$ cat src/rtl/pcr_pkg.sv
// Shared types, constants and helper functions of the column renderer.
package pcr_pkg;

	localparam int unsigned NUM_COLS    = 60;
	localparam int unsigned COL_W       = 6;
	localparam int unsigned SLOT_OFFSET = 30;
	localparam int unsigned SMALL_START = 51;
	localparam int unsigned LARGE_START = 43;

	// floor(x / 60) = (x * RECIP_MUL) >> RECIP_SHIFT, exact for 16-bit x
	localparam logic [15:0] RECIP_MUL   = 16'd34953;
	localparam int unsigned RECIP_SHIFT = 21;

	localparam logic [1:0] REG_MODE = 2'd0;
	localparam logic [1:0] REG_TURN = 2'd1;

	typedef enum logic [1:0] {
		MODE_OFF   = 2'd0,
		MODE_HANDS = 2'd1,
		MODE_SMALL = 2'd2,
		MODE_LARGE = 2'd3
	} pcr_mode_t;

	typedef enum logic [2:0] {
		B_IDLE,
		B_SWEEP,
		B_MUL,
		B_CMP,
		B_RD,
		B_OUT
	} pcr_state_t;

	typedef struct packed {
		logic        redraw;
		logic [3:0]  dg0;
		logic [3:0]  dg1;
		logic [3:0]  dg2;
		logic [3:0]  dg3;
		logic [5:0]  hour_col;
		logic [5:0]  min_col;
		logic [15:0] timer;
		logic        rev_start;
	} pcr_item_t;

	localparam logic [2:0] SMALL_FONT [10][5] = '{
		'{3'd7, 3'd5, 3'd5, 3'd5, 3'd7}, '{3'd2, 3'd3, 3'd2, 3'd2, 3'd7},
		'{3'd7, 3'd4, 3'd7, 3'd1, 3'd7}, '{3'd7, 3'd4, 3'd7, 3'd4, 3'd7},
		'{3'd5, 3'd5, 3'd7, 3'd4, 3'd4}, '{3'd7, 3'd1, 3'd7, 3'd4, 3'd7},
		'{3'd7, 3'd1, 3'd7, 3'd5, 3'd7}, '{3'd7, 3'd4, 3'd2, 3'd2, 3'd2},
		'{3'd7, 3'd5, 3'd7, 3'd5, 3'd7}, '{3'd7, 3'd5, 3'd7, 3'd4, 3'd7}
	};

	localparam logic [6:0] LARGE_FONT [10][14] = '{
		'{7'h7F,7'h41,7'h41,7'h41,7'h41,7'h41,7'h41,7'h41,7'h41,7'h41,7'h41,7'h41,7'h41,7'h7F},
		'{7'h08,7'h0C,7'h0A,7'h09,7'h08,7'h08,7'h08,7'h08,7'h08,7'h08,7'h08,7'h08,7'h08,7'h7F},
		'{7'h7F,7'h40,7'h40,7'h40,7'h40,7'h40,7'h40,7'h7F,7'h01,7'h01,7'h01,7'h01,7'h01,7'h7F},
		'{7'h7F,7'h40,7'h40,7'h40,7'h40,7'h40,7'h40,7'h7F,7'h40,7'h40,7'h40,7'h40,7'h40,7'h7F},
		'{7'h41,7'h41,7'h41,7'h41,7'h41,7'h41,7'h41,7'h7F,7'h40,7'h40,7'h40,7'h40,7'h40,7'h40},
		'{7'h7F,7'h01,7'h01,7'h01,7'h01,7'h01,7'h01,7'h7F,7'h40,7'h40,7'h40,7'h40,7'h40,7'h7F},
		'{7'h7F,7'h01,7'h01,7'h01,7'h01,7'h01,7'h01,7'h7F,7'h41,7'h41,7'h41,7'h41,7'h41,7'h7F},
		'{7'h7F,7'h40,7'h20,7'h20,7'h10,7'h10,7'h08,7'h08,7'h04,7'h04,7'h02,7'h02,7'h01,7'h01},
		'{7'h7F,7'h41,7'h41,7'h41,7'h41,7'h41,7'h41,7'h7F,7'h41,7'h41,7'h41,7'h41,7'h41,7'h7F},
		'{7'h7F,7'h41,7'h41,7'h41,7'h41,7'h41,7'h41,7'h7F,7'h40,7'h40,7'h40,7'h40,7'h40,7'h7F}
	};

	// tens digit of a value below 64
	function automatic logic [3:0] tens_of(input logic [5:0] v);
		logic [3:0] t;
		if (v >= 6'd60)      t = 4'd6;
		else if (v >= 6'd50) t = 4'd5;
		else if (v >= 6'd40) t = 4'd4;
		else if (v >= 6'd30) t = 4'd3;
		else if (v >= 6'd20) t = 4'd2;
		else if (v >= 6'd10) t = 4'd1;
		else                 t = 4'd0;
		return t;
	endfunction

	// value below 512 reduced modulo 60, for values up to 299
	function automatic logic [5:0] mod60(input logic [8:0] v);
		logic [8:0] r;
		if (v >= 9'd240)      r = v - 9'd240;
		else if (v >= 9'd180) r = v - 9'd180;
		else if (v >= 9'd120) r = v - 9'd120;
		else if (v >= 9'd60)  r = v - 9'd60;
		else                  r = v;
		return r[5:0];
	endfunction

endpackage

$ cat src/rtl/pcr_front.sv
// Front end: accept input transactions, detect time changes, split digits.
module pcr_front (
	input  logic              clk,
	input  logic              arst_n,
	input  logic              in_valid,
	output logic              in_ready,
	input  logic [4:0]        hour,
	input  logic [5:0]        minute,
	input  logic [15:0]       timer_count,
	input  logic              revolution_start,
	input  logic              q_full,
	output logic              q_push,
	output pcr_pkg::pcr_item_t q_item
);
	import pcr_pkg::*;

	logic [4:0] shown_hour_q;
	logic [5:0] shown_min_q;
	logic [4:0] hour_m12;
	logic [6:0] hour_x5;
	logic [3:0] h_tens;
	logic [3:0] m_tens;

	assign in_ready = !q_full;
	assign q_push   = in_valid && in_ready;

	always_comb begin
		if (hour >= 5'd24)      hour_m12 = hour - 5'd24;
		else if (hour >= 5'd12) hour_m12 = hour - 5'd12;
		else                    hour_m12 = hour;
		hour_x5 = {2'b00, hour_m12} * 7'd5;
		h_tens  = tens_of({1'b0, hour});
		m_tens  = tens_of(minute);
	end

	always_comb begin
		q_item.redraw    = (hour != shown_hour_q) || (minute != shown_min_q);
		q_item.dg0       = h_tens;
		q_item.dg1       = 4'(hour - 5'(h_tens * 4'd10));
		q_item.dg2       = m_tens;
		q_item.dg3       = 4'(minute - 6'(m_tens * 4'd10));
		q_item.hour_col  = hour_x5[5:0];
		q_item.min_col   = (minute >= 6'd60) ? (minute - 6'd60) : minute;
		q_item.timer     = timer_count;
		q_item.rev_start = revolution_start;
	end

	always_ff @(posedge clk or negedge arst_n) begin
		if (!arst_n) begin
			shown_hour_q <= 5'd31;
			shown_min_q  <= 6'd63;
		end else if (q_push) begin
			shown_hour_q <= hour;
			shown_min_q  <= minute;
		end
	end

endmodule

$ cat src/rtl/pcr_queue.sv
// Two-entry queue between the front end and the back end.
module pcr_queue (
	input  logic               clk,
	input  logic               arst_n,
	input  logic               push,
	input  pcr_pkg::pcr_item_t push_item,
	output logic               full,
	input  logic               pop,
	output logic               valid,
	output pcr_pkg::pcr_item_t pop_item
);
	import pcr_pkg::*;

	pcr_item_t  slot_q [2];
	logic       wr_ptr_q;
	logic       rd_ptr_q;
	logic [1:0] count_q;

	assign full     = (count_q == 2'd2);
	assign valid    = (count_q != 2'd0);
	assign pop_item = slot_q[rd_ptr_q];

	always_ff @(posedge clk) begin
		if (push) begin
			slot_q[wr_ptr_q] <= push_item;
		end
	end

	always_ff @(posedge clk or negedge arst_n) begin
		if (!arst_n) begin
			wr_ptr_q <= 1'b0;
			rd_ptr_q <= 1'b0;
			count_q  <= 2'd0;
		end else begin
			if (push) wr_ptr_q <= !wr_ptr_q;
			if (pop)  rd_ptr_q <= !rd_ptr_q;
			count_q <= count_q + {1'b0, push} - {1'b0, pop};
		end
	end

endmodule

$ cat src/rtl/pcr_back.sv
// Back end: frame store, redraw sweep, slot tracking and result register.
module pcr_back (
	input  logic               clk,
	input  logic               arst_n,
	input  pcr_pkg::pcr_mode_t mode,
	input  logic [15:0]        turn_time,
	input  logic               pending_set,
	input  logic               q_valid,
	input  pcr_pkg::pcr_item_t q_item,
	output logic               q_pop,
	output logic               out_valid,
	input  logic               out_ready,
	output logic [15:0]        column_bits,
	output logic               slot_advanced
);
	import pcr_pkg::*;

	localparam logic [5:0] G_OFF_S [5] = '{6'd0, 6'd4, 6'd8, 6'd11, 6'd15};
	localparam logic [5:0] G_OFF_L [5] = '{6'd0, 6'd8, 6'd16, 6'd19, 6'd27};
	localparam logic [2:0] G_W_S   [5] = '{3'd3, 3'd3, 3'd2, 3'd3, 3'd3};
	localparam logic [2:0] G_W_L   [5] = '{3'd7, 3'd7, 3'd2, 3'd7, 3'd7};

	pcr_state_t  state_q, state_d;
	pcr_item_t   item_q;
	logic        pending_q;
	logic [3:0]  shown_dg_q [4];
	logic [7:0]  slot_q;
	logic [15:0] latch_q;
	logic [31:0] prod_q;
	logic [19:0] thresh_q;
	logic [6:0]  cnt_q;
	logic        adv_q;
	logic        wr_valid_s1;
	logic [5:0]  wr_addr_s1;
	logic [15:0] mem [NUM_COLS];
	logic [NUM_COLS-1:0] cell_valid_q;
	logic [15:0] rdata_s1;
	logic        rvalid_s1;
	logic        out_valid_q;
	logic [15:0] out_bits_q;
	logic        out_adv_q;

	logic        rd_en;
	logic [5:0]  rd_addr;
	logic        out_load;
	logic [15:0] old_col;
	logic [15:0] new_col;
	logic [7:0]  slot_eff;
	logic [7:0]  slot_next;
	logic        adv;
	logic [3:0]  item_dg [4];
	logic [4:0]  g_en;
	logic [6:0]  t_col;
	logic [6:0]  d_hour;
	logic [6:0]  d_min;
	logic [6:0]  rel_w;
	logic [5:0]  rel;
	logic [5:0]  gi;
	logic        g_hit;
	logic [2:0]  g_sel;
	logic [2:0]  g_i;
	logic [15:0] g_mask;
	logic [15:0] g_bits;
	logic        big_font;

	assign old_col   = rvalid_s1 ? rdata_s1 : 16'h0000;
	assign slot_eff  = item_q.rev_start ? 8'd0 : slot_q;
	assign slot_next = (slot_q == 8'd255) ? slot_q : slot_q + 8'd1;
	assign adv       = {4'd0, item_q.timer} >= thresh_q;
	assign item_dg   = '{item_q.dg0, item_q.dg1, item_q.dg2, item_q.dg3};
	assign big_font  = (mode == MODE_LARGE);

	always_comb begin
		for (int g = 0; g < 4; g++) begin
			g_en[g < 2 ? g : g + 1] = (item_dg[g] != shown_dg_q[g]) || pending_q;
		end
		g_en[2] = pending_q;
	end

	// Column content for the column being rewritten (wr_addr_s1).
	always_comb begin
		t_col  = {1'b0, wr_addr_s1} + 7'd1;
		d_hour = (t_col >= {1'b0, item_q.hour_col}) ? t_col - {1'b0, item_q.hour_col}
			: t_col + 7'(NUM_COLS) - {1'b0, item_q.hour_col};
		d_min  = (t_col >= {1'b0, item_q.min_col}) ? t_col - {1'b0, item_q.min_col}
			: t_col + 7'(NUM_COLS) - {1'b0, item_q.min_col};
		if (d_hour == 7'(NUM_COLS)) d_hour = 7'd0;
		if (d_min == 7'(NUM_COLS))  d_min = 7'd0;

		rel_w = big_font ? 7'(LARGE_START) : 7'(SMALL_START);
		rel_w = ({1'b0, wr_addr_s1} >= rel_w) ? {1'b0, wr_addr_s1} - rel_w
			: {1'b0, wr_addr_s1} + 7'(NUM_COLS) - rel_w;
		rel = rel_w[5:0];

		g_hit = 1'b0;
		g_sel = 3'd0;
		g_i   = 3'd0;
		for (int g = 0; g < 5; g++) begin
			gi = rel - (big_font ? G_OFF_L[g] : G_OFF_S[g]);
			if (rel >= (big_font ? G_OFF_L[g] : G_OFF_S[g])
					&& gi < {3'd0, (big_font ? G_W_L[g] : G_W_S[g])}) begin
				g_hit = 1'b1;
				g_sel = 3'(g);
				g_i   = gi[2:0];
			end
		end

		g_mask = big_font ? 16'hFFFC : 16'h07C0;
		g_bits = 16'h0000;
		if (g_sel == 3'd2) begin
			g_bits = big_font ? 16'h0CC0 : 16'h0280;
		end else if (big_font) begin
			for (int j = 0; j < 14; j++) begin
				g_bits[15-j] = LARGE_FONT[item_dg[g_sel < 3'd2 ? g_sel[1:0]
					: 2'(g_sel - 3'd1)]][j][g_i];
			end
		end else begin
			for (int j = 0; j < 5; j++) begin
				g_bits[10-j] = SMALL_FONT[item_dg[g_sel < 3'd2 ? g_sel[1:0]
					: 2'(g_sel - 3'd1)]][j][g_i[1:0]];
			end
		end

		if (mode == MODE_HANDS) begin
			new_col = 16'h0000;
			if (d_hour == 7'd1)                        new_col = new_col | 16'h000F;
			else if (d_hour == 7'd0 || d_hour == 7'd2) new_col = new_col | 16'h0004;
			if (d_min == 7'd1)                         new_col = new_col | 16'h00FF;
			else if (d_min == 7'd0 || d_min == 7'd2)   new_col = new_col | 16'h0040;
		end else begin
			new_col = pending_q ? 16'h0000 : old_col;
			if (g_hit && g_en[g_sel]) new_col = (new_col & ~g_mask) | g_bits;
		end
	end

	always_comb begin
		state_d = state_q;
		unique case (state_q)
			B_IDLE: begin
				if (q_valid) begin
					state_d = (q_item.redraw && mode != MODE_OFF) ? B_SWEEP : B_MUL;
				end
			end
			B_SWEEP: if (cnt_q == 7'(NUM_COLS)) state_d = B_MUL;
			B_MUL:   state_d = B_CMP;
			B_CMP:   state_d = B_RD;
			B_RD:    state_d = B_OUT;
			B_OUT:   if (out_load) state_d = B_IDLE;
			default: state_d = B_IDLE;
		endcase
	end

	always_comb begin
		q_pop    = (state_q == B_IDLE) && q_valid;
		out_load = (state_q == B_OUT) && (!out_valid_q || out_ready);
		rd_en    = 1'b0;
		rd_addr  = cnt_q[5:0];
		unique case (state_q)
			B_SWEEP: rd_en = (cnt_q < 7'(NUM_COLS));
			B_CMP: begin
				rd_en   = adv;
				rd_addr = mod60({1'b0, slot_next} + 9'(SLOT_OFFSET));
			end
			default: rd_en = 1'b0;
		endcase
	end

	always_ff @(posedge clk) begin
		prod_q <= turn_time * RECIP_MUL;
		if (rd_en) rdata_s1 <= mem[rd_addr];
		if (wr_valid_s1) mem[wr_addr_s1] <= new_col;
		if (q_pop) item_q <= q_item;
		if (state_q == B_MUL) begin
			thresh_q <= 20'(prod_q[31:RECIP_SHIFT] * ({1'b0, slot_eff} + 9'd1));
		end
		wr_addr_s1 <= cnt_q[5:0];
		if (out_load) begin
			out_bits_q <= latch_q;
			out_adv_q  <= adv_q;
		end
	end

	always_ff @(posedge clk or negedge arst_n) begin
		if (!arst_n) begin
			state_q      <= B_IDLE;
			pending_q    <= 1'b1;
			shown_dg_q   <= '{4'd15, 4'd15, 4'd15, 4'd15};
			slot_q       <= 8'd0;
			latch_q      <= 16'h0000;
			cnt_q        <= 7'd0;
			adv_q        <= 1'b0;
			wr_valid_s1  <= 1'b0;
			cell_valid_q <= '0;
			rvalid_s1    <= 1'b0;
			out_valid_q  <= 1'b0;
		end else begin
			state_q     <= state_d;
			wr_valid_s1 <= (state_q == B_SWEEP) && (cnt_q < 7'(NUM_COLS));
			if (rd_en) rvalid_s1 <= cell_valid_q[rd_addr];
			if (wr_valid_s1) cell_valid_q[wr_addr_s1] <= 1'b1;
			if (q_pop) cnt_q <= 7'd0;
			else if (state_q == B_SWEEP) cnt_q <= cnt_q + 7'd1;
			if (state_q == B_MUL) begin
				slot_q <= slot_eff;
				if (item_q.redraw) shown_dg_q <= item_dg;
			end
			if (pending_set) pending_q <= 1'b1;
			else if (state_q == B_MUL && item_q.redraw) pending_q <= 1'b0;
			if (state_q == B_CMP) begin
				adv_q <= adv;
				if (adv) slot_q <= slot_next;
			end
			if (state_q == B_RD && adv_q) latch_q <= old_col;
			if (out_load) out_valid_q <= 1'b1;
			else if (out_ready) out_valid_q <= 1'b0;
		end
	end

	assign out_valid     = out_valid_q;
	assign column_bits   = out_bits_q;
	assign slot_advanced = out_adv_q;

`ifndef SYNTHESIS
	a_pop_idle: assert property (@(posedge clk) disable iff (!arst_n)
		q_pop |-> state_q == B_IDLE)
		else $error("queue popped while busy");
	a_sweep_bound: assert property (@(posedge clk) disable iff (!arst_n)
		wr_valid_s1 |-> wr_addr_s1 < 6'(NUM_COLS))
		else $error("sweep write out of range");
	a_sweep_mode: assert property (@(posedge clk) disable iff (!arst_n)
		state_q == B_SWEEP |-> mode != MODE_OFF && item_q.redraw)
		else $error("sweep without redraw");
	a_load_once: assert property (@(posedge clk) disable iff (!arst_n)
		out_load |=> state_q == B_IDLE)
		else $error("result loaded without finishing item");
`endif

endmodule

$ cat src/rtl/pov_clock_column_renderer.sv
// Top level of the persistence-of-vision clock column renderer.
// Usage:
//   s_* carries one transaction per timer sample: hour, minute, timer_count
//   and the revolution-start flag. m_* returns one transaction per input:
//   the 16-bit LED column of the current slot and a flag that says whether
//   this sample moved to the next slot.
//   cfg_we/cfg_index/cfg_data write display_mode (index 0) and turn_time
//   (index 1); write only while no sample is in flight.
// Flow:
//   A sample without a time change passes the multiply, compare, read and
//   output states of the back end; one that changes the time in a drawing
//   mode first runs a read-modify-write sweep over the 60 frame store
//   columns. A two-entry queue lets the front accept samples while the back
//   end is busy.
// Reset:
//   Clear the frame store (per-column valid bits), slot counter and column
//   latch; mode returns to hands, turn_time to 60000, redraw pending set.
// Stall:
//   While m_tready is low the result holds in the output register; the back
//   end waits and the queue fills, then s_tready drops.
module pov_clock_column_renderer (
	input  logic        clk,
	input  logic        arst_n,
	input  logic        s_tvalid,
	output logic        s_tready,
	input  logic [31:0] s_tdata,  // hour[4:0], minute[10:5], timer_count[26:11], zero
	input  logic        s_tuser,  // revolution_start
	output logic        m_tvalid,
	input  logic        m_tready,
	output logic [15:0] m_tdata,  // column_bits[15:0]
	output logic        m_tuser,  // slot_advanced
	input  logic        cfg_we,
	input  logic [1:0]  cfg_index,
	input  logic [15:0] cfg_data
);
	import pcr_pkg::*;

	pcr_mode_t   mode_q;
	logic [15:0] turn_time_q;
	logic        q_full;
	logic        q_push;
	logic        q_pop;
	logic        q_valid;
	pcr_item_t   push_item;
	pcr_item_t   pop_item;
	logic        mode_write;

	assign mode_write = cfg_we && (cfg_index == REG_MODE);

	// Hold the configuration registers; unknown indices drop silently.
	always_ff @(posedge clk or negedge arst_n) begin
		if (!arst_n) begin
			mode_q      <= MODE_HANDS;
			turn_time_q <= 16'd60000;
		end else if (cfg_we) begin
			if (cfg_index == REG_MODE) mode_q <= pcr_mode_t'(cfg_data[1:0]);
			if (cfg_index == REG_TURN) turn_time_q <= cfg_data;
		end
	end

	pcr_front u_front (
		.clk              (clk),
		.arst_n           (arst_n),
		.in_valid         (s_tvalid),
		.in_ready         (s_tready),
		.hour             (s_tdata[4:0]),
		.minute           (s_tdata[10:5]),
		.timer_count      (s_tdata[26:11]),
		.revolution_start (s_tuser),
		.q_full           (q_full),
		.q_push           (q_push),
		.q_item           (push_item)
	);

	pcr_queue u_queue (
		.clk       (clk),
		.arst_n    (arst_n),
		.push      (q_push),
		.push_item (push_item),
		.full      (q_full),
		.pop       (q_pop),
		.valid     (q_valid),
		.pop_item  (pop_item)
	);

	pcr_back u_back (
		.clk           (clk),
		.arst_n        (arst_n),
		.mode          (mode_q),
		.turn_time     (turn_time_q),
		.pending_set   (mode_write),
		.q_valid       (q_valid),
		.q_item        (pop_item),
		.q_pop         (q_pop),
		.out_valid     (m_tvalid),
		.out_ready     (m_tready),
		.column_bits   (m_tdata),
		.slot_advanced (m_tuser)
	);

endmodule

$ cat config.mk
export PLATFORM = sky130hd
export DESIGN_NAME = pov_clock_column_renderer
export DESIGN_NICKNAME = d
export VERILOG_FILES = /design/src/rtl/pcr_pkg.sv /design/src/rtl/pcr_front.sv /design/src/rtl/pcr_queue.sv /design/src/rtl/pcr_back.sv /design/src/rtl/pov_clock_column_renderer.sv
export SDC_FILE = /design/constraint.sdc
export NUM_CORES = 2
export LEC_CHECK = 0
export BUFFER_PORTS_ARGS = -buffer_cell sky130_fd_sc_hd__buf_2
export CAP_MARGIN = 20
export CORE_UTILIZATION = 46
export CTS_BUF_LIST = sky130_fd_sc_hd__clkbuf_2 sky130_fd_sc_hd__clkbuf_4 sky130_fd_sc_hd__clkbuf_8
export CTS_CLUSTER_DIAMETER = 40
export DETAILED_ROUTE_END_ITERATION = 8
export MAX_ROUTING_LAYER = met4
export PLACE_DENSITY_LB_ADDON = 0.05
export REMOVE_ABC_BUFFERS = 1
export SLEW_MARGIN = 10
export SYNTH_ARGS = -nofsm -noshare
export SYNTH_HDL_FRONTEND = slang
export SYNTH_SLANG_ARGS = --single-unit
$ cat constraint.sdc
create_clock -name clk -period 12.8 [get_ports clk]
set_clock_uncertainty 0.1 [all_clocks]
set_input_delay 0.64 -clock clk [delete_from_list [all_inputs] [get_ports clk]]
set_output_delay 0.64 -clock clk [all_outputs]
set_load 0.01 [all_outputs]
# --- Word-level counts from Yosys, hierarchy flattened ---
# Memory sizes are Yosys's and may differ from the RTL's. A register that Yosys moved wholly into a read port is not among the register bits.
# Cells that the tools add are included.
word_totals:
  ramBits: 1052
  rom_bits: 1808
  in_bits: 56
  wordCells: 321
  latch_bits: 0
  memories: 4
  output_inout_bits: 19
  regBits: 269
classes:
  div: 0
  shifts: 0
  bitwise_logic: 6
  n_eq_ne: 27
  n_mux: 133
  n_mul: 5
  reduce_logical: 40
  addsub: 29
  n_lt_le_gt_ge: 42
mem_list:
  columns: ["name", "words", "width", "rd", "rd_ports_with_merged_regs", "write_ports", "line", "source"]
  rows:
  - ["(no name shown)", 16, 98, 1, 0, 0, "pcr_back.sv:114", "g_bits[15-j] = LARGE_FONT[item_dg[g_sel < 3'd2 ? g_sel[1:0]"]
  - ["u_back.mem", 60, 16, 1, 1, 1, "pcr_back.sv:35", "logic [15:0] mem [NUM_COLS];"]
  - ["(no name shown)", 16, 15, 1, 0, 0, "pcr_back.sv:119", "g_bits[10-j] = SMALL_FONT[item_dg[g_sel < 3'd2 ? g_sel[1:0]"]
  - ["u_queue.slot_q", 2, 46, 1, 0, 1, "pcr_queue.sv:14", "pcr_item_t slot_q [2];"]
op_table:
  columns: ["cell", "count"]
  rows:
  - ["2-to-1 mux 98 bit", 2]
  - ["2-to-1 mux 16 bit", 5]
  - ["2-to-1 mux 4 bit", 15]
  - ["OR 60 bit", 1]
  - ["2-to-1 mux 7 bit", 7]
  - ["2-to-1 mux 8 bit", 6]
  - ["binary-select mux 1 bit (select 3 bit)", 15]
  - ["2-to-1 mux 6 bit", 7]
  - ["2-to-1 mux 5 bit", 8]
  - ["2-to-1 mux 1 bit", 38]
  - ["subtractor 6 bit", 6]
  - ["2-to-1 mux 3 bit", 11]
  - ["multiplier 16 x 16 -> 32 bit (second input constant)", 1]
  - ["2-to-1 mux 15 bit", 2]
  - ["subtractor 6 bit (second input constant)", 5]
  - ["subtractor 7 x 6 -> 7 bit", 4]
  - [">= comparator 6 bit", 4]
  - ["< comparator 6 x 3 -> 1 bit", 4]
  - ["equality test 7 x 6 -> 1 bit (second input constant)", 3]
  - [">= comparator 16 x 20 -> 1 bit", 1]
  - [">= comparator 5 bit (second input constant)", 4]
  - ["multiplier 11 x 20 -> 20 bit", 1]
  - [">= comparator 5 x 6 -> 1 bit (second input constant)", 3]
  - [">= comparator 6 bit (second input constant)", 3]
  - ["other kinds (66)", 126]

# --- Logic depth before layout (Yosys ltp) ---
logic_depth:
  word_depth: 28
  depth_mapped: 31

# --- Hierarchy ---
# A second synthesis with hierarchy kept.
hier_totals:
  cells_unflattened: 5159
  area_unflattened_um2: 62560.0
by_module_without_submodules:
  columns: ["module", "instances", "seq_area_each_um2", "cells_each", "area_each_um2"]
  rows:
  - ["pcr_back", 1, 35039.9, 4797, 56731.9]
  - ["pcr_queue", 1, 2862.7, 158, 3642.2]
  - ["pcr_front", 1, 289.0, 165, 1441.4]
  - ["pov_clock_column_renderer", 1, 460.4, 39, 744.5]

# --- Least setup slack after synthesis ---
# Ideal clock, no wire load.
synth_timing:
  path_type: "register -> register"
  start: "reg mode_q[0]"
  end: "mem u_back.mem[0][8] (data pin)"
  setup_time_ns: 0.733
  stages_incl_launch_ff: 25
  setup_slack_ns: 3.829
  t_arrival_ns: 8.138
  cell_sequence: "dfstp_2 > buf_6 > nand2_1 > clkbuf_1 > ha_1 > a32o_2 > a2bb2oi_2 > a21boi_1 > nor2_1 > ha_1 > xor2_1 > ha_1 > a21oi_1 > a21boi_0 > a31oi_1 > or3b_1 > a21oi_4 > a311oi_1 > a21oi_1 > inv_1 > ha_1 > mux2_2 > a22o_1 > o211a_1 > a311oi_1"
synth_via:
  elab_chain_len: 28
  word_cells_on_any_way: 72
synth_lines:
  columns: ["element", "line", "source"]
  rows:
  - ["start: declaration", "pov_clock_column_renderer.sv:38", "pcr_mode_t mode_q;"]
  - ["start signal: assignment", "pov_clock_column_renderer.sv:56", "if (cfg_index == REG_MODE) mode_q <= pcr_mode_t'(cfg_data[1:0]);"]
  - ["equality test 2 bit", "pcr_back.sv:71", "assign big_font = (mode == MODE_LARGE);"]
  - ["2-to-1 mux 5 bit", "pcr_back.sv:90", "rel_w = big_font ? 7'(LARGE_START) : 7'(SMALL_START);"]
  - ["subtractor 6 bit (tied with other cells)", "pcr_back.sv:92", ": {1'b0, wr_addr_s1} + 7'(NUM_COLS) - rel_w;"]
  - ["2-to-1 mux 6 bit", "pcr_back.sv:91", "rel_w = ({1'b0, wr_addr_s1} >= rel_w) ? {1'b0, wr_addr_s1} - rel_w"]
  - ["subtractor 6 bit", "pcr_back.sv:99", "gi = rel - (big_font ? G_OFF_L[g] : G_OFF_S[g]);"]
  - ["< comparator 6 x 3 -> 1 bit", "pcr_back.sv:101", "&& gi < {3'd0, (big_font ? G_W_L[g] : G_W_S[g])}) begin"]
  - ["logical AND 1 bit", "pcr_back.sv:101", null]
  - ["2-to-1 mux 1 bit", "pcr_back.sv:100", "if (rel >= (big_font ? G_OFF_L[g] : G_OFF_S[g])"]
  - ["[13 not listed]", null, null]
  - ["binary-select mux 1 bit (select 3 bit) or binary-select mux 1 bit (select 2 bit) (tied branches)", "pcr_back.sv:114, pcr_back.sv:119", null]
  - ["2-to-1 mux 1 bit, on equally long branches", "pcr_back.sv:114, pcr_back.sv:119", null]
  - ["2-to-1 mux 5 bit", "pcr_back.sv:112", "end else if (big_font) begin"]
  - ["2-to-1 mux 14 bit", "pcr_back.sv:110", "if (g_sel == 3'd2) begin"]
  - ["OR 16 bit", "pcr_back.sv:132", "if (g_hit && g_en[g_sel]) new_col = (new_col & ~g_mask) | g_bits;"]
  - ["2-to-1 mux 16 bit", "pcr_back.sv:132", null]
  - ["2-to-1 mux 16 bit (*)", "pcr_back.sv:124", "if (mode == MODE_HANDS) begin"]
  - ["net u_back.new_col[8]", "pcr_back.sv:47", "logic [15:0] new_col;"]
  - ["end: declaration", "pcr_back.sv:35", null]
# The timed path passes the listed nets; every way through them passes the cells marked *. The select of a mux whose other input is x is not followed.

# --- Worst setup path after layout ---
layout_timing:
  start: "reg mode_q[0]"
  end: "mem u_back.mem[0][6] (data pin)"
layout_via:
  elab_chain_len: 28
  word_cells_on_any_way: 73
layout_lines:
  columns: ["element", "line"]
  rows:
  - ["equality test 2 bit", "pcr_back.sv:71"]
  - ["2-to-1 mux 5 bit", "pcr_back.sv:90"]
  - ["subtractor 6 bit (tied with other cells)", "pcr_back.sv:92"]
  - ["2-to-1 mux 6 bit", "pcr_back.sv:91"]
  - ["subtractor 6 bit", "pcr_back.sv:99"]
  - ["< comparator 6 x 3 -> 1 bit", "pcr_back.sv:101"]
  - ["logical AND 1 bit", "pcr_back.sv:101"]
  - ["2-to-1 mux 1 bit", "pcr_back.sv:100"]
  - ["[13 not listed]", null]
  - ["binary-select mux 1 bit (select 3 bit) or binary-select mux 1 bit (select 2 bit) (tied branches)", "pcr_back.sv:114, pcr_back.sv:119"]
  - ["2-to-1 mux 1 bit, on equally long branches", "pcr_back.sv:114, pcr_back.sv:119"]
  - ["2-to-1 mux 5 bit", "pcr_back.sv:112"]
  - ["2-to-1 mux 14 bit", "pcr_back.sv:110"]
  - ["OR 16 bit", "pcr_back.sv:132"]
  - ["2-to-1 mux 16 bit", "pcr_back.sv:132"]
  - ["2-to-1 mux 16 bit (*)", "pcr_back.sv:124"]
  - ["net u_back.new_col[6]", "pcr_back.sv:47"]
# Marked as above.

==> run metrics <==
status=completed; # DRC=0; largest net degree at the start of global routing=158; Final ANT Viol Nets=0; Pwr per Cell Area=292 nW/µm²; Critical Path Source Type=register; register area share after synthesis=62.2%; Setup WS post-layout=4.09 ns; clock latency on the worst-skew pair=0.92 ns; Fin. Hold Viols=0; Max Cap Viol=0; input/output buffers=69; RSZ-0062 raised after global routing=no; register bit total from synthesis=1299; r2r setup slk=4.09 ns; period utilisation layout=68.0%; clk slew on worst S/H paths=0.06 ns; Via-to-Cell Ratio=5.51; fmax=0.115 GHz; footprint of the multi-input gates=21600 µm²; Slew @ Worst Pin=1.01 ns; CTS tree=done; DP Worst Slack=4.21 ns; minimum clock period=8.71 ns; Remaining Overflow, GRT=0; Setup Viol. Count Final=0; PostCTS Resize Cnt=0; die area=135000 µm²; hold crit path type=in -> reg; initial core utilization=46.5%; Avg Cell Area, Syn=12.0 µm²; clk sinks=1299; I/O pins=75; critical path arrival=9.27 ns; DP Wirelength=94.8 mm; non-filler instance count after layout=7253; vias post-DR=40000; Worst slew margin=31.9%; total setup buffers inserted after CTS=0; area grow syn2layout=13.1%; Cells after Synth=5113; CP Data Required Time=13.36 ns; Mapped Area=61300 µm²; peak supply drop=278 µV; CTS H-Tree Depth=4; GPL Wtd Cong=0.876; die height=367 µm; post-synthesis cell type count=96; first-pass GRT wire length=246 mm; layout cells sized above 1=14.8%; Post-CTS Hold Buffers=45; drt first-iter violations=3017; Register Area=38200 µm²; Max clock buf depth=3; LEAKAGE=27.2 nW; Post-synth EDFFs=1136; Num CTS Buffers=225; Placement Rows=133; main flop type after synthesis=edfxtp_1; number of global-route vias before repair=39400; GRT Resource Usage Total=24.9%; total wire length=162 mm; root buffer cell=clkbuf_8; fill count=11500; drt first pass iters=5; element type at the critical path end=register; Placed Cells=6776; Slew Viols, Final=0; asr flop ratio synth=11.2%; Core Box Area=132000 µm²; crit path max fanout=32; Die W=367 µm; Nets=5671; Avg WL per Cell=22.3 µm; CP Class=reg -> reg; initial antenna violation count=5; worst hold slack=0.119 ns; Yosys warning count=0
==> layer usage <==
layer	global-route usage (%)	wire length (µm)	up-vias
met2	37.9	74800	995
met4	7.46	4130	0
met1	34.5	74700	19900
met5	-	0	-
li1	-	-	18800
met3	3.73	8330	250
==> power breakdown <==
group / switching (W) / internal, W
Combinational: 0.00662 / 0.00287
Clock: 0.00174 / 0.00220
Sequential: 0.000301 / 0.00654
Total: 0.00866 / 0.0116
==> worst max-delay path, cell delays in order, from the launching register on <==
cell and delay (ns):
dfstp_2 0.65, nand2_1 0.43, ha_1 0.55, a32o_2 0.30, a2bb2oi_2 0.28, a21boi_1 0.15, nor2_1 0.45, ha_1 0.40
xor2_1 0.29, ha_1 0.29, a21oi_1 0.18, a21boi_0 0.19, a31oi_1 0.06, or3b_1 0.52, a21oi_4 0.27, a311oi_1 0.07
a21oi_1 0.59, inv_1 0.18, ha_1 0.40, and3_1 0.18, a211oi_1 0.38, nand2b_1 0.16, a32o_1 0.19, a31o_2 0.74
buf_4 0.45
==> synthesized netlist by cell type (all sizes together) (77+ instances only) <==
cell	count	area, µm²
inv	226	848
and3	140	876
mux2i	141	1420
a311oi	118	1030
o21ai	96	484
mux2	81	912
nor2	160	601
dfrtp	112	2800
nand2	1203	4520
edfxtp	1136	34100
a21oi	77	397
nand3	306	1530
a31oi	136	866
ha	228	2850
fa	88	1760
clkbuf	237	890
==> kinds of logic after synthesis <==
| logic type | synth area share (%) |
|---|---|
| fa+ha+maj | 7.52 |
| buf+inv | 3.12 |
| mux | 3.79 |
| compound gates | 6.95 |
| flops | 62.2 |
| simple gates | 15.1 |
| xor+xnor | 1.36 |
==> final timing paths <==
| kind | start | to | depth (start not counted) |
|---|---|---|---|
| hold reg to reg | u_back.latch_q[12] | u_back.column_bits[12] | 0 |
| setup / recovery | mode_q[0] | u_back.mem[0][6] | 24 |
| setup reg to reg | mode_q[0] | u_back.mem[0][6] | 24 |
| max in group asynchronous | arst_n | u_back.cell_valid_q[1] | 3 |
| hold / removal | m_tready | u_back.out_valid | 3 |
| min in group asynchronous | arst_n | u_queue.rd_ptr_q | 2 |
==> cell type report <==
type	instances	area share [%]
clock inverters	102	1.22
flip-flops and latches	1299	55.0
repair buffers	232	2.71
inverters	226	1.22
multi-input cells	3315	31.1
well taps	1755	3.16
clock buffers	319	5.62
diodes	5	0.0180
==> sequential cells by signal (all words and copies together) (netlist names), 14 cells and up <==
| signal | flops |
|---|---|
| turn_time_q | 16 |
| u_back.cell_valid_q | 60 |
| u_back.column_bits | 16 |
| u_back.item_q | 30 |
| u_back.latch_q | 16 |
| u_back.mem | 960 |
| u_back.rdata_s1 | 16 |
| u_back.shown_dg_q | 14 |
| u_back.thresh_q | 20 |
| u_queue.slot_q | 82 |
==> stage by stage <==
| step | instance area [µm²] | utilization [%] | total power (W) | setup TNS, ns |
|---|---|---|---|---|
| 2_1_floorplan | 60300 | - | 0.0143 | -182.03 |
| 3_3_place_gp | 64000 | 48.5 | 0.0163 | 0 |
| 3_5_place_dp | 64100 | 48.6 | 0.0164 | 0 |
| 6_report | 69400 | 52.6 | 0.0203 | 0 |
| 5_1_grt | 69400 | 52.6 | 0.0216 | 0 |
| 4_1_cts | 69300 | 52.5 | 0.0204 | 0 |
==> cells in the final DEF (no fill, tap or decap), drive strengths merged, types with 34 or more instances in the layout <==
master / count
inv: 235
a21oi: 77
o21ai: 96
and3: 140
fa: 88
a311oi: 118
nand2: 1203
dfrtp: 112
mux2: 81
ha: 228
or2: 65
mux2i: 141
clkbuf: 320
nor2: 160
dlygate4sd3: 45
dfstp: 34
nand3: 306
edfxtp: 1136
clkinv: 69
xnor2: 47
a31oi: 136
xor2: 48
buf: 186
and2: 65
No activity file was read; power rests on OpenSTA's default activity.
